[config.mk]
export PLATFORM = sky130hd
export DESIGN_NAME = framebuffer_control_registers
export DESIGN_NICKNAME = d
export VERILOG_FILES = /design/src/fbcr_pkg.sv /design/src/fbcr_div.sv /design/src/fbcr_ctrl.sv /design/src/fbcr_datapath.sv /design/src/framebuffer_control_registers.sv
export SDC_FILE = /design/constraint.sdc
export NUM_CORES = 1
export LEC_CHECK = 0
export CORE_MARGIN = 5
export CORE_UTILIZATION = 40
export DETAILED_ROUTE_END_ITERATION = 7
export DONT_BUFFER_PORTS = 1
export SETUP_SLACK_MARGIN = 0.15
export SYNTH_ARGS = -nofsm -noshare
export SYNTH_HDL_FRONTEND = slang
export SYNTH_SLANG_ARGS = --single-unit
[constraint.sdc]
create_clock -name i_clk -period 17.6 [get_ports i_clk]
set_input_delay 0 -clock i_clk [delete_from_list [all_inputs] [get_ports i_clk]]
set_output_delay 0 -clock i_clk [all_outputs]
set_load 0.05 [all_outputs]
[src/fbcr_pkg.sv]
package fbcr_pkg;

    // Register window size in bytes; offsets at or beyond it are rejected.
    localparam int WINDOW_BYTES = 256;

    // Operation codes
    localparam logic [1:0] OP_READ       = 2'd0;
    localparam logic [1:0] OP_WRITE      = 2'd1;
    localparam logic [1:0] OP_FRAME_TICK = 2'd2;
    localparam logic [1:0] OP_INVALIDATE = 2'd3;

    // Register byte offsets
    localparam logic [7:0] OFF_WIDTH     = 8'h00;
    localparam logic [7:0] OFF_HEIGHT    = 8'h04;
    localparam logic [7:0] OFF_INT_STAT  = 8'h08;
    localparam logic [7:0] OFF_INT_EN    = 8'h0c;
    localparam logic [7:0] OFF_BASE      = 8'h10;
    localparam logic [7:0] OFF_ROTATION  = 8'h14;
    localparam logic [7:0] OFF_BLANK     = 8'h18;
    localparam logic [7:0] OFF_WIDTH_MM  = 8'h1c;
    localparam logic [7:0] OFF_HEIGHT_MM = 8'h20;
    localparam logic [7:0] OFF_FORMAT    = 8'h24;

    // Status codes
    localparam logic [1:0] ST_OK        = 2'd0;
    localparam logic [1:0] ST_BAD_OFF   = 2'd1;
    localparam logic [1:0] ST_ROTATION  = 2'd2;
    localparam logic [1:0] ST_BAD_DEPTH = 2'd3;

    // Configuration register indexes
    localparam int CFG_IDX_W = 3;
    localparam logic [CFG_IDX_W-1:0] CFG_WIDTH    = 3'd0;
    localparam logic [CFG_IDX_W-1:0] CFG_HEIGHT   = 3'd1;
    localparam logic [CFG_IDX_W-1:0] CFG_DPI      = 3'd2;
    localparam logic [CFG_IDX_W-1:0] CFG_DEPTH    = 3'd3;
    localparam logic [CFG_IDX_W-1:0] CFG_HOST_GPU = 3'd4;
    localparam int CFG_DATA_W = 13;

    // Interrupt bits
    localparam int IRQ_VSYNC     = 0;
    localparam int IRQ_BASE_DONE = 1;

    // Physical size: floor((254*pix + 5*dpi) / (10*dpi))
    localparam int MM_SCALE     = 254;
    localparam int MM_ROUND     = 5;
    localparam int MM_DEN_SCALE = 10;
    localparam int MM_NUM_W     = 21;
    localparam int MM_DEN_W     = 14;
    localparam int DIV_CNT_W    = $clog2(MM_NUM_W);

    typedef struct packed {
        logic [1:0]  operation;
        logic [7:0]  offset;
        logic [31:0] write_data;
    } t_in_word;

    typedef struct packed {
        logic [31:0] read_data;
        logic        irq_level;
        logic [1:0]  status_code;
        logic        took_update;
        logic        frame_done;
        logic        blanked;
    } t_out_word;

    // Controller to datapath
    typedef struct packed {
        logic capture;
        logic start_div;
        logic commit;
    } t_dp_cmd;

    // Datapath to controller
    typedef struct packed {
        logic is_mm;
        logic div_done;
        logic slot_free;
    } t_dp_status;

endpackage

[src/fbcr_div.sv]
module fbcr_div (
    input  logic                          i_clk,
    input  logic                          i_rst_n,
    input  logic                          i_start,
    input  logic [fbcr_pkg::MM_NUM_W-1:0] i_num,
    input  logic [fbcr_pkg::MM_DEN_W-1:0] i_den,
    output logic                          o_done,
    output logic [fbcr_pkg::MM_NUM_W-1:0] o_quo
);
    import fbcr_pkg::*;

    logic                 r_busy, n_busy;
    logic                 r_done, n_done;
    logic [DIV_CNT_W-1:0] r_cnt, n_cnt;
    logic [MM_DEN_W-1:0]  r_rem, n_rem;
    logic [MM_DEN_W-1:0]  r_den, n_den;
    logic [MM_NUM_W-1:0]  r_quo, n_quo;
    logic [MM_DEN_W:0]    shifted;
    logic                 fits;

    // One quotient bit per cycle, restoring form.
    assign shifted = {r_rem, r_quo[MM_NUM_W-1]};
    assign fits    = shifted >= {1'b0, r_den};

    always_comb begin
        n_busy = r_busy;
        n_done = 1'b0;
        n_cnt  = r_cnt;
        n_rem  = r_rem;
        n_den  = r_den;
        n_quo  = r_quo;
        if (i_start) begin
            n_busy = 1'b1;
            n_cnt  = '0;
            n_rem  = '0;
            n_den  = i_den;
            n_quo  = i_num;
        end else if (r_busy) begin
            n_rem = fits ? MM_DEN_W'(shifted - {1'b0, r_den}) : shifted[MM_DEN_W-1:0];
            n_quo = {r_quo[MM_NUM_W-2:0], fits};
            n_cnt = r_cnt + 1'b1;
            if (r_cnt == DIV_CNT_W'(MM_NUM_W - 1)) begin
                n_busy = 1'b0;
                n_done = 1'b1;
            end
        end
    end

    always_ff @(posedge i_clk) begin
        if (!i_rst_n) begin
            r_busy <= 1'b0;
            r_done <= 1'b0;
            r_cnt  <= '0;
        end else begin
            r_busy <= n_busy;
            r_done <= n_done;
            r_cnt  <= n_cnt;
        end
        r_rem <= n_rem;
        r_den <= n_den;
        r_quo <= n_quo;
    end

    assign o_done = r_done;
    assign o_quo  = r_quo;

endmodule

[src/fbcr_ctrl.sv]
module fbcr_ctrl (
    input  logic                 i_clk,
    input  logic                 i_rst_n,
    input  logic                 i_in_valid,
    output logic                 o_in_stall,
    input  fbcr_pkg::t_dp_status i_status,
    output fbcr_pkg::t_dp_cmd    o_cmd
);
    import fbcr_pkg::*;

    localparam logic [1:0] S_IDLE   = 2'd0;
    localparam logic [1:0] S_DECODE = 2'd1;
    localparam logic [1:0] S_DIVIDE = 2'd2;
    localparam logic [1:0] S_COMMIT = 2'd3;

    logic [1:0] r_state, n_state;

    always_comb begin
        n_state         = r_state;
        o_cmd.capture   = 1'b0;
        o_cmd.start_div = 1'b0;
        o_cmd.commit    = 1'b0;
        case (r_state)
            S_IDLE: begin
                if (i_in_valid) begin
                    o_cmd.capture = 1'b1;
                    n_state       = S_DECODE;
                end
            end
            S_DECODE: begin
                if (i_status.is_mm) begin
                    o_cmd.start_div = 1'b1;
                    n_state         = S_DIVIDE;
                end else begin
                    n_state = S_COMMIT;
                end
            end
            S_DIVIDE: begin
                if (i_status.div_done) begin
                    n_state = S_COMMIT;
                end
            end
            S_COMMIT: begin
                if (i_status.slot_free) begin
                    o_cmd.commit = 1'b1;
                    n_state      = S_IDLE;
                end
            end
            default: n_state = S_IDLE;
        endcase
    end

    always_ff @(posedge i_clk) begin
        if (!i_rst_n) begin
            r_state <= S_IDLE;
        end else begin
            r_state <= n_state;
        end
    end

    assign o_in_stall = r_state != S_IDLE;

endmodule

[src/fbcr_datapath.sv]
module fbcr_datapath (
    input  logic                                i_clk,
    input  logic                                i_rst_n,
    input  fbcr_pkg::t_in_word                  i_in_word,
    input  logic                                i_out_stall,
    output logic                                o_out_valid,
    output fbcr_pkg::t_out_word                 o_out_word,
    input  logic                                i_cfg_wr_en,
    input  logic [fbcr_pkg::CFG_IDX_W-1:0]      i_cfg_index,
    input  logic [fbcr_pkg::CFG_DATA_W-1:0]     i_cfg_wdata,
    input  fbcr_pkg::t_dp_cmd                   i_cmd,
    output fbcr_pkg::t_dp_status                o_status
);
    import fbcr_pkg::*;

    // Configuration
    logic [12:0] r_width, r_height;
    logic [9:0]  r_dpi;
    logic [5:0]  r_depth;
    logic        r_host_gpu;

    // Device state
    logic [1:0]  r_int_stat, n_int_stat;
    logic [1:0]  r_int_en, n_int_en;
    logic [31:0] r_base, n_base;
    logic        r_upd, n_upd;
    logic        r_notify, n_notify;
    logic        r_blank, n_blank;
    logic        r_irq, n_irq;

    t_in_word    r_item;
    t_out_word   r_out, n_out;
    logic        r_out_valid;

    logic                in_window;
    logic                mm_off;
    logic [12:0]         mm_pix;
    logic [MM_NUM_W-1:0] mm_num;
    logic [MM_DEN_W-1:0] mm_den;
    logic                div_done;
    logic [MM_NUM_W-1:0] div_quo;
    logic                do_tick;
    logic [1:0]          hit;

    assign in_window = 32'(r_item.offset) < 32'(WINDOW_BYTES);
    assign mm_off = (r_item.offset == OFF_WIDTH_MM) || (r_item.offset == OFF_HEIGHT_MM);
    assign mm_pix = (r_item.offset == OFF_WIDTH_MM) ? r_width : r_height;
    assign mm_num = MM_NUM_W'(mm_pix) * MM_NUM_W'(MM_SCALE)
                  + MM_NUM_W'(r_dpi) * MM_NUM_W'(MM_ROUND);
    assign mm_den = MM_DEN_W'(r_dpi) * MM_DEN_W'(MM_DEN_SCALE);
    assign hit    = r_int_stat & r_int_en;

    fbcr_div u_div (
        .i_clk   (i_clk),
        .i_rst_n (i_rst_n),
        .i_start (i_cmd.start_div),
        .i_num   (mm_num),
        .i_den   (mm_den),
        .o_done  (div_done),
        .o_quo   (div_quo)
    );

    assign o_status.is_mm     = (r_item.operation == OP_READ) && in_window && mm_off
                              && (r_dpi != '0);
    assign o_status.div_done  = div_done;
    assign o_status.slot_free = !r_out_valid || !i_out_stall;

    always_comb begin
        n_int_stat = r_int_stat;
        n_int_en   = r_int_en;
        n_base     = r_base;
        n_upd      = r_upd;
        n_notify   = r_notify;
        n_blank    = r_blank;
        n_irq      = r_irq;
        do_tick    = 1'b0;
        n_out      = '0;

        case (r_item.operation)
            OP_READ: begin
                if (!in_window) begin
                    n_out.status_code = ST_BAD_OFF;
                end else begin
                    case (r_item.offset)
                        OFF_WIDTH:  n_out.read_data = 32'(r_width);
                        OFF_HEIGHT: n_out.read_data = 32'(r_height);
                        OFF_INT_STAT: begin
                            n_out.read_data = 32'(hit);
                            if (hit != '0) begin
                                n_int_stat = r_int_stat & ~hit;
                                n_irq      = 1'b0;
                            end
                        end
                        OFF_WIDTH_MM, OFF_HEIGHT_MM: begin
                            if (r_dpi != '0) begin
                                n_out.read_data = 32'(div_quo);
                            end
                        end
                        OFF_FORMAT: begin
                            if (r_depth == 6'd32 || r_depth == 6'd24) begin
                                n_out.read_data = 32'd2;
                            end else if (r_depth == 6'd16) begin
                                n_out.read_data = 32'd4;
                            end else begin
                                n_out.status_code = ST_BAD_DEPTH;
                            end
                        end
                        default: n_out.status_code = ST_BAD_OFF;
                    endcase
                end
            end
            OP_WRITE: begin
                if (!in_window) begin
                    n_out.status_code = ST_BAD_OFF;
                end else begin
                    case (r_item.offset)
                        OFF_INT_EN: begin
                            n_int_en = r_item.write_data[1:0];
                            n_irq    = (r_int_stat & r_item.write_data[1:0]) != '0;
                        end
                        OFF_BASE: begin
                            n_base                    = r_item.write_data;
                            n_int_stat[IRQ_BASE_DONE] = 1'b0;
                            n_upd                     = 1'b1;
                            n_notify                  = 1'b1;
                            do_tick                   = !r_host_gpu;
                        end
                        OFF_ROTATION: n_out.status_code = ST_ROTATION;
                        OFF_BLANK: begin
                            n_blank = r_item.write_data[0];
                            n_upd   = 1'b1;
                        end
                        default: n_out.status_code = ST_BAD_OFF;
                    endcase
                end
            end
            OP_FRAME_TICK: do_tick = 1'b1;
            OP_INVALIDATE: n_upd   = 1'b1;
            default: n_upd = r_upd;
        endcase

        // Frame tick: vsync, then consume a pending update.
        if (do_tick && n_base != '0) begin
            n_out.frame_done = 1'b1;
            if (n_int_en[IRQ_VSYNC] && !n_int_stat[IRQ_VSYNC]) begin
                n_int_stat[IRQ_VSYNC] = 1'b1;
                n_irq                 = 1'b1;
            end
            if (n_upd) begin
                n_out.took_update = 1'b1;
                if (n_notify) begin
                    n_int_stat[IRQ_BASE_DONE] = 1'b1;
                    if (n_int_en[IRQ_BASE_DONE]) begin
                        n_irq = 1'b1;
                    end
                end
                n_notify = 1'b0;
                n_upd    = 1'b0;
            end
            n_out.blanked = n_blank;
        end

        // A base write outside host-GPU mode resyncs the line to the enabled status.
        if (r_item.operation == OP_WRITE && in_window && r_item.offset == OFF_BASE
                && !r_host_gpu) begin
            n_irq = (n_int_stat & n_int_en) != '0;
        end

        n_out.irq_level = n_irq;
    end

    always_ff @(posedge i_clk) begin
        if (!i_rst_n) begin
            r_width     <= 13'd320;
            r_height    <= 13'd480;
            r_dpi       <= 10'd165;
            r_depth     <= 6'd32;
            r_host_gpu  <= 1'b0;
            r_int_stat  <= '0;
            r_int_en    <= '0;
            r_base      <= '0;
            r_upd       <= 1'b0;
            r_notify    <= 1'b0;
            r_blank     <= 1'b0;
            r_irq       <= 1'b0;
            r_out_valid <= 1'b0;
        end else begin
            if (i_cfg_wr_en) begin
                case (i_cfg_index)
                    CFG_WIDTH:    r_width    <= i_cfg_wdata[12:0];
                    CFG_HEIGHT:   r_height   <= i_cfg_wdata[12:0];
                    CFG_DPI:      r_dpi      <= i_cfg_wdata[9:0];
                    CFG_DEPTH:    r_depth    <= i_cfg_wdata[5:0];
                    CFG_HOST_GPU: r_host_gpu <= i_cfg_wdata[0];
                    default:      r_host_gpu <= r_host_gpu;
                endcase
            end
            if (i_cmd.commit) begin
                r_int_stat  <= n_int_stat;
                r_int_en    <= n_int_en;
                r_base      <= n_base;
                r_upd       <= n_upd;
                r_notify    <= n_notify;
                r_blank     <= n_blank;
                r_irq       <= n_irq;
                r_out_valid <= 1'b1;
            end else if (!i_out_stall) begin
                r_out_valid <= 1'b0;
            end
        end
        if (i_cmd.capture) begin
            r_item <= i_in_word;
        end
        if (i_cmd.commit) begin
            r_out <= n_out;
        end
    end

    assign o_out_valid = r_out_valid;
    assign o_out_word  = r_out;

endmodule

[src/framebuffer_control_registers.sv]
// Channel   | Direction | Handshake                     | Word
// ----------+-----------+-------------------------------+-------------------------
// request   | in        | i_in_valid / o_in_stall       | i_in_word  (t_in_word)
// response  | out       | o_out_valid / i_out_stall     | o_out_word (t_out_word)
// config    | in        | i_cfg_wr_en, i_cfg_index      | i_cfg_wdata
//
// One request word at a time. After the accepting edge the word passes the decode
// and commit states; the response register loads on commit, then the next word is taken.
// A width/height-in-mm read adds the divide state: 21 divider steps, then done.
// The response register decouples the sides: a new request is accepted while
// an earlier response is still stalled; only its commit waits for it.
// Reset is synchronous and active low; it restores geometry, clears device state and response valid.
module framebuffer_control_registers (
    input  logic                            i_clk,
    input  logic                            i_rst_n,
    input  logic                            i_in_valid,
    output logic                            o_in_stall,
    input  fbcr_pkg::t_in_word              i_in_word,
    output logic                            o_out_valid,
    input  logic                            i_out_stall,
    output fbcr_pkg::t_out_word             o_out_word,
    input  logic                            i_cfg_wr_en,
    input  logic [fbcr_pkg::CFG_IDX_W-1:0]  i_cfg_index,
    input  logic [fbcr_pkg::CFG_DATA_W-1:0] i_cfg_wdata
);
    import fbcr_pkg::*;

    t_dp_cmd    cmd;
    t_dp_status status;

    // Sequence each word: capture, decode, optional divide, commit.
    fbcr_ctrl u_ctrl (
        .i_clk      (i_clk),
        .i_rst_n    (i_rst_n),
        .i_in_valid (i_in_valid),
        .o_in_stall (o_in_stall),
        .i_status   (status),
        .o_cmd      (cmd)
    );

    // Hold configuration, device state, the divider and the response word.
    fbcr_datapath u_dp (
        .i_clk       (i_clk),
        .i_rst_n     (i_rst_n),
        .i_in_word   (i_in_word),
        .i_out_stall (i_out_stall),
        .o_out_valid (o_out_valid),
        .o_out_word  (o_out_word),
        .i_cfg_wr_en (i_cfg_wr_en),
        .i_cfg_index (i_cfg_index),
        .i_cfg_wdata (i_cfg_wdata),
        .i_cmd       (cmd),
        .o_status    (status)
    );

endmodule

==> results of run 1 <==
routing by layer:
metal,track usage [%],part of all wire [%],up-vias
li1,-,-,4605
met2,26.7,45,221
met4,3.84,1.8,2
met3,2.69,5.2,38
met1,24.0,48,4434
met5,0,0.043,-
registers in the layout, indices dropped and copies added (netlist names), 2 cells and up:
signal	flops
u_dp.r_width	13
u_dp.r_height	13
u_dp.r_int_stat	2
u_dp.u_div.r_den	13
u_dp.u_div.o_quo	21
u_dp.r_item	42
u_dp.r_depth	6
u_dp.u_div.r_rem	14
u_dp.u_div.r_cnt	5
u_dp.o_out_word	27
u_dp.r_dpi	10
u_dp.r_base	32
u_dp.r_int_en	2
u_ctrl.r_state	2
path summary, 6_finish.rpt:
check | from | endpoint | slack, ns
worst max-delay path | u_dp.r_item[37] | u_dp.u_div.o_quo[19] | 10.09
worst min-delay path | i_rst_n | u_dp.o_out_valid | 0.02
worst max register to register | u_dp.r_item[37] | u_dp.u_div.o_quo[19] | 10.09
worst min register to register | u_dp.r_upd | u_dp.r_upd | 0.45
power breakdown:
| part | switching [W] | internal [W] |
|---|---|---|
| registers | 0.0000469 | 0.000565 |
| logic | 0.000324 | 0.000238 |
| clock network | 0.000200 | 0.000297 |
critical path, delay by kind of cell (launching register included):
| kind | cells | cell delay (ns) |
|---|---|---|
| compound gates | 8 | 1.05 |
| fa+ha+maj | 7 | 3.17 |
| simple gates | 7 | 1.40 |
| xor+xnor | 2 | 0.30 |
| flops | 1 | 0.43 |
| buf+inv | 5 | 0.55 |
| mux | 1 | 0.33 |
kinds of logic after synthesis:
kind of cell / count (synthesis) / synth area share (%)
buffers and inverters: 169 / 5.52
other: 1 / 0.0299
adders and majority gates: 143 / 17.3
xor gates and xnor gates: 55 / 3.84
DFF: 210 / 41.8
and+or+nand+nor: 424 / 15.8
muxes: 37 / 2.99
AOI/OAI and AO/OA: 255 / 12.7
layout by cell type (no fill, tap or decap), drive strengths merged, types with 4 or more instances in the layout:
master | synthesis | layout
nand2 | 207 | 207
inv | 116 | 117
a21oi | 113 | 113
dfxtp | 107 | 107
edfxtp | 103 | 103
ha | 92 | 92
dlygate4sd3 | 0 | 69
nor2 | 69 | 69
o21ai | 54 | 54
fa | 51 | 51
xnor2 | 38 | 38
clkbuf | 35 | 35
mux2i | 34 | 34
nand3 | 31 | 31
nor4 | 23 | 23
xor2 | 17 | 17
nor3 | 16 | 16
a21o | 15 | 15
nand4 | 13 | 13
nor2b | 12 | 12
conb | 1 | 11
o21bai | 10 | 10
and3 | 10 | 10
a222oi | 10 | 10
or3 | 8 | 8
nand2b | 7 | 7
o211ai | 7 | 7
a211oi | 7 | 7
clkinv | 0 | 6
or4 | 5 | 5
buf | 18 | 5
or2 | 5 | 5
and2 | 5 | 5
a21boi | 5 | 5
o22ai | 4 | 4
final cells by class:
class | count | area (um^2) | area share, %
diodes | 1 | 2.50 | 0.0175
clock buffers | 35 | 714 | 4.99
clock inverters | 9 | 75.1 | 0.524
inverters | 116 | 435 | 3.04
multi-input cells | 925 | 6650 | 46.4
flip-flops and latches | 210 | 5240 | 36.5
well taps | 396 | 495 | 3.46
repair buffers | 74 | 728 | 5.08
through the flow:
step	power, W	hold slack [ns]	instance area (um^2)	instances
finish	0.00167	0.0232	14300	1766
global route	0.00179	0.0588	14300	1766
CTS	0.00169	0.0176	14300	1765
detailed placement	0.00117	0.0772	12800	1652
global placement	0.00116	0.0782	12800	1652
floorplan	0.00107	0.0989	12600	1304
==> qor.csv, run 1 <==
stage;metric;value;unit
outcome;status;finished, final reports clean;
synth;Synth top area share;24.7;%
global_route;initial antenna violation count;2;
placement;Buffers on Ports;0;
sta;final setup fails;0;
final_layout;nets;1557;
clock_network;clk slew on worst S/H paths;0.06;ns
clock_network;TritonCTS clock tree;done;
synth;top cells by count, synth;nand2_1, inv_1, a21oi_1;
final_layout;Core Util, Final;46.6;%
clock_network;setup bufs post-CTS;0;
sta;RSZ-0062 raised after global routing;no;
synth;sequential fraction of the synthesis area;41.8;%
synth;Top FF cell, synth;dfxtp_1;
clock_network;clk sinks;210;
setup_path;critical path class;flip-flop to flip-flop;
routing;Initial DRT Pass Iterations;5;
routing;Routed WL;29.9;mm
floorplan;io pins;103;
clock_network;TritonCTS buffer count;24;
sta;min Tclk post-route;7.51;ns
power_and_ir_drop;pwr/cell area;117;nW/um^2
setup_path;slowest stage cell on the critical path;fa_1;
global_route;first-pass GRT wire length;48.6;mm
synth;EDFF count, synth;103;
global_route;vias in the first global route;9258;
synth;cell taking the most area after synthesis;edfxtp_1;
sta;Worst-Margin Slew;1.21;ns
placement;worst slack, placed;10.08;ns
synth;Yosys reg bits;210;
routing;wire per inst;16.9;um
routing;post-route ant nets;0;
clock_network;clock root buffer;clkbuf_16;
setup_path;startpoint class of the critical path;flip-flop;
sta;final hold vios;0;
final_layout;share of cells above drive strength 1;5.19;%
clock_network;Hold Buf Count CTS;69;
final_layout;fill cell count;2921;
routing;drc violations;0;
global_route;gr ovfl total;0;
placement;final RePlAce weighted congestion;0.918;
clock_network;number of H-tree levels;1;
synth;Yosys cell types;80;
power_and_ir_drop;VDD IR-drop max;76.3;uV
floorplan;Core Footprint;30700;um^2
global_route;Total Routing Usage GR;16.7;%
power_and_ir_drop;cell leakage power;5.80;nW
synth;Post-Syn Area;12500;um^2
sta;Worst Slack Setup Final;10.09;ns
sta;Final period util;42.7;%
synth;Synth async-reset ratio;0;%
setup_path;Worst setup EP type;flip-flop;
flow_run;Max-Cap Viols;0;
setup_path;max incr delay on CP;0.52;ns
final_layout;synth-to-layout area growth;14.4;%
sta;FMAX;133;MHz
clock_network;CTS Buffer Depth;3;
synth;top cells by area, synth;edfxtp_1, dfxtp_1, ha_1, fa_1, nand2_1;
synth;most numerous cell in the Yosys netlist;nand2_1;
floorplan;Core Rows;64;
synth;Post-Syn Area per Cell;9.68;um^2
floorplan;die height;187;um
routing;via/cell ratio;5.27;
setup_path;FF-to-FF path depth;30;
sta;Final Max Slew Viols;0;
floorplan;Die X;187;um
setup_path;crit-path max FO;13;
routing;Vias;9300;
routing;Initial DRC Count;667;
global_route;largest net degree at the start of global routing;74;
sta;Sum Neg Setup Slack;0;ns
setup_path;required time of the critical path;17.85;ns
sta;Worst Clk Skew;0.0314;ns
setup_path;crit path DAT;7.76;ns
min_path;worst hold path class;input port to flip-flop;
clock_network;CTS resizes;0;
placement;DP HPWL;22.2;mm
floorplan;Die ar.;35000;um^2
synth;yosys warns;0;
synth;Syn Inst Count;1294;
clock_network;Worst-Skew Late Latency;0.53;ns
setup_path;most used cell, CP;fa_1;
min_path;Worst Hold Path Cells;3;
floorplan;Initial Utilization;40.8;%
sta;Worst slew margin;19.1;%
Power figures use the tool's default switching activity.
==> run 2: changes to the inputs <==
- ABC_AREA: default -> 1
- clock period: 17.6 -> 7.71 ns (I/O delays scaled with it)
==> run 2 against run 1 <==
Against the previous run: non-clock buffer count up 13; sequential share of layout area down 2.4 points; clock-buffer cell count up 1; utilization up 0.25 points; critical path depth up 4; flip-flop and latch count unchanged; sequential power up 130%; clock skew about the same; largest cell class unchanged; largest power group is now combinational logic; combinational power rose to 3.3 times the previous value; routed wire length up 8.7%; clock power up 140%; design area up 6.9%.
==> qor.csv, run 2 <==
stage;metric;value;unit
power_and_ir_drop;Clk pwr share;26.8;%
placement;placed insts;1992;
power_and_ir_drop;part of the power in registers;32.0;%
sta;Worst slew margin;26.5;%
final_layout;Non-Filler Instances;2120;
placement;final RePlAce weighted congestion;0.924;
final_layout;Reg with most FFs;u_dp.r_item;
sta;Worst-Margin Slew;1.10;ns
floorplan;io pins;103;
floorplan;Initial Utilization;40.7;%
min_path;Worst Hold Path Cells;6;
placement;Buffers on Ports;0;
routing;via/cell ratio;4.95;
synth;top cells by area, synth;edfxtp_1, dfxtp_1, nand2_1, ha_1, fa_1;
floorplan;Die ar.;37000;um^2
setup_path;Worst setup EP type;flip-flop;
power_and_ir_drop;Sw Ratio;39.1;%
synth;most numerous cell in the Yosys netlist;nand2_1;
sta;Final period util;90.9;%
global_route;vias in the first global route;10203;
flow_run;Max-Cap Viols;0;
synth;Top FF cell, synth;dfxtp_1;
synth;Syn Inst Count;1592;
clock_network;clock root buffer;clkbuf_16;
sta;Worst Clk Skew;0.0315;ns
sta;RSZ-0062 raised after global routing;no;
final_layout;share of cells above drive strength 1;4.83;%
sta;final hold vios;0;
sta;Sum Neg Setup Slack;0;ns
sta;final setup fails;0;
sta;FMAX;143;MHz
synth;Synth top area share;23.3;%
placement;worst slack, placed;0.361;ns
clock_network;setup bufs post-CTS;0;
placement;placed cell areas;13600;um^2
floorplan;Core Rows;66;
power_and_ir_drop;total power draw;0.00446;W
power_and_ir_drop;cell leakage power;7.01;nW
synth;Yosys reg bits;210;
clock_network;TritonCTS clock tree;done;
clock_network;Worst-Skew Late Latency;0.56;ns
setup_path;max incr delay on CP;0.54;ns
routing;Initial DRC Count;802;
setup_path;slowest stage cell on the critical path;fa_1;
power_and_ir_drop;pwr/cell area;291;nW/um^2
setup_path;required time of the critical path;7.95;ns
synth;sequential fraction of the synthesis area;39.4;%
power_and_ir_drop;NetSw;0.00174;W
final_layout;multi-input logic area;6780;um^2
min_path;worst hold path class;input port to flip-flop;
setup_path;critical path class;flip-flop to flip-flop;
synth;EDFF count, synth;103;
floorplan;Core Footprint;32700;um^2
clock_network;TritonCTS buffer count;25;
global_route;gr ovfl total;0;
global_route;first-pass GRT wire length;52.9;mm
power_and_ir_drop;Internal;0.00271;W
setup_path;FF-to-FF path depth;34;
setup_path;startpoint class of the critical path;flip-flop;
clock_network;CTS Buffer Depth;3;
clock_network;clk sinks;210;
power_and_ir_drop;Comb power frac;41.2;%
setup_path;crit path DAT;7.25;ns
synth;top cells by count, synth;nand2_1, inv_1, nor2_1;
floorplan;die height;192;um
routing;Vias;10498;
placement;DP HPWL;24.1;mm
synth;Yosys cell types;51;
final_layout;most frequent cells in the layout;nand2_1, inv_1, nor2_1;
routing;wire per inst;15.3;um
synth;Post-Syn Area;13300;um^2
global_route;largest net degree at the start of global routing;97;
outcome;status;finished, final reports clean;
synth;Post-Syn Area per Cell;8.35;um^2
final_layout;max FFs per register;42;
sta;min Tclk post-route;7.01;ns
clock_network;clk slew on worst S/H paths;0.06;ns
final_layout;Finished Cell Area;15300;um^2
sta;Worst Slack Setup Final;0.702;ns
routing;Initial DRT Pass Iterations;6;
floorplan;Die X;192;um
routing;post-route ant nets;0;
synth;yosys warns;0;
setup_path;crit-path max FO;20;
synth;Synth async-reset ratio;0;%
final_layout;leading cell type in the layout, fill and taps excluded;nand2_1;
setup_path;most used cell, CP;nand2_1;
global_route;Total Routing Usage GR;17.6;%
routing;drc violations;0;
final_layout;Reg area;5240;um^2
clock_network;number of H-tree levels;1;
global_route;initial antenna violation count;2;
power_and_ir_drop;VDD IR-drop max;195;uV
final_layout;fill cell count;3164;
routing;Routed WL;32.5;mm
synth;cell taking the most area after synthesis;edfxtp_1;
final_layout;nets;1863;
sta;Final Max Slew Viols;0;
final_layout;synth-to-layout area growth;15.2;%
-- run 2: what timing repair did --
| item | in CTS | in global routing |
|---|---|---|
| endpoints found under the setup margin | 0 | 8 |
| endpoints found under the hold margin | 135 | 0 |
| hold buffers | 80 | 0 |
| resized for setup | 0 | 5 |
-- run 2: cell type report --
cell class | count | share of cell area (%)
diodes | 2 | 0.0327
clock buffers | 36 | 4.85
clock inverters | 10 | 0.629
inverters | 276 | 6.76
multi-input cells | 1057 | 44.3
flip-flops and latches | 210 | 34.2
well taps | 442 | 3.61
repair buffers | 87 | 5.68
-- run 2: critical path: cells and delay by family, from the launching register on --
| kind | cells | cell delay, ns |
|---|---|---|
| adders and majority gates | 7 | 2.98 |
| and+or+nand+nor | 13 | 1.65 |
| AOI/OAI and AO/OA | 5 | 0.68 |
| buffers and inverters | 7 | 0.55 |
| DFF | 1 | 0.41 |
| xor gates and xnor gates | 2 | 0.40 |
-- run 2: path summary, 6_finish.rpt --
path | from | to | slack, ns
setup / recovery | u_dp.r_item[37] | u_dp.u_div.o_quo[17] | 0.70
hold / removal | i_cfg_wr_en | u_dp.r_width[7] | 0.04
setup reg to reg | u_dp.r_item[37] | u_dp.u_div.o_quo[17] | 0.70
hold reg to reg | u_dp.r_depth[2] | u_dp.r_depth[2] | 0.46
-- run 2: power groups by stage --
stage,sequential [W],clock [W],combinational (W)
floorplan,0.00143,0,0.00143
global placement,0.00145,0,0.00175
detailed placement,0.00145,0,0.00178
CTS,0.00143,0.00123,0.00183
global route,0.00144,0.00127,0.00210
finish,0.00143,0.00120,0.00184
-- run 2: logic make-up (layout without fill, tap and decap cells) --
| kind of cell | count (synthesis) | in the layout | share of synthesized area, % |
|---|---|---|---|
| compound gates | 275 | 275 | 12.1 |
| xor+xnor | 50 | 50 | 3.29 |
| fa+ha+maj | 143 | 143 | 16.3 |
| buf+inv | 335 | 409 | 10.1 |
| flops | 210 | 210 | 39.4 |
| mux | 1 | 1 | 0.0847 |
| other cells | 1 | 13 | 0.0282 |
| simple gates | 577 | 577 | 18.7 |
-- run 2: per-layer routing --
metal / global-route usage (%) / vias up / wire [um]
met5: 0 / - / 7
met4: 4.31 / 2 / 741
met3: 3.02 / 53 / 1890
met2: 27.6 / 262 / 14600
met1: 25.3 / 4880 / 15300
li1: - / 5301 / -
-- run 2: stage by stage --
stage               hold WS [ns]  utilization [%]
floorplan                 0.0989                -
global placement          0.0971             41.7
detailed placement        0.0989             41.7
CTS                      0.00705             46.8
global route              0.0472             46.8
finish                    0.0433             46.9
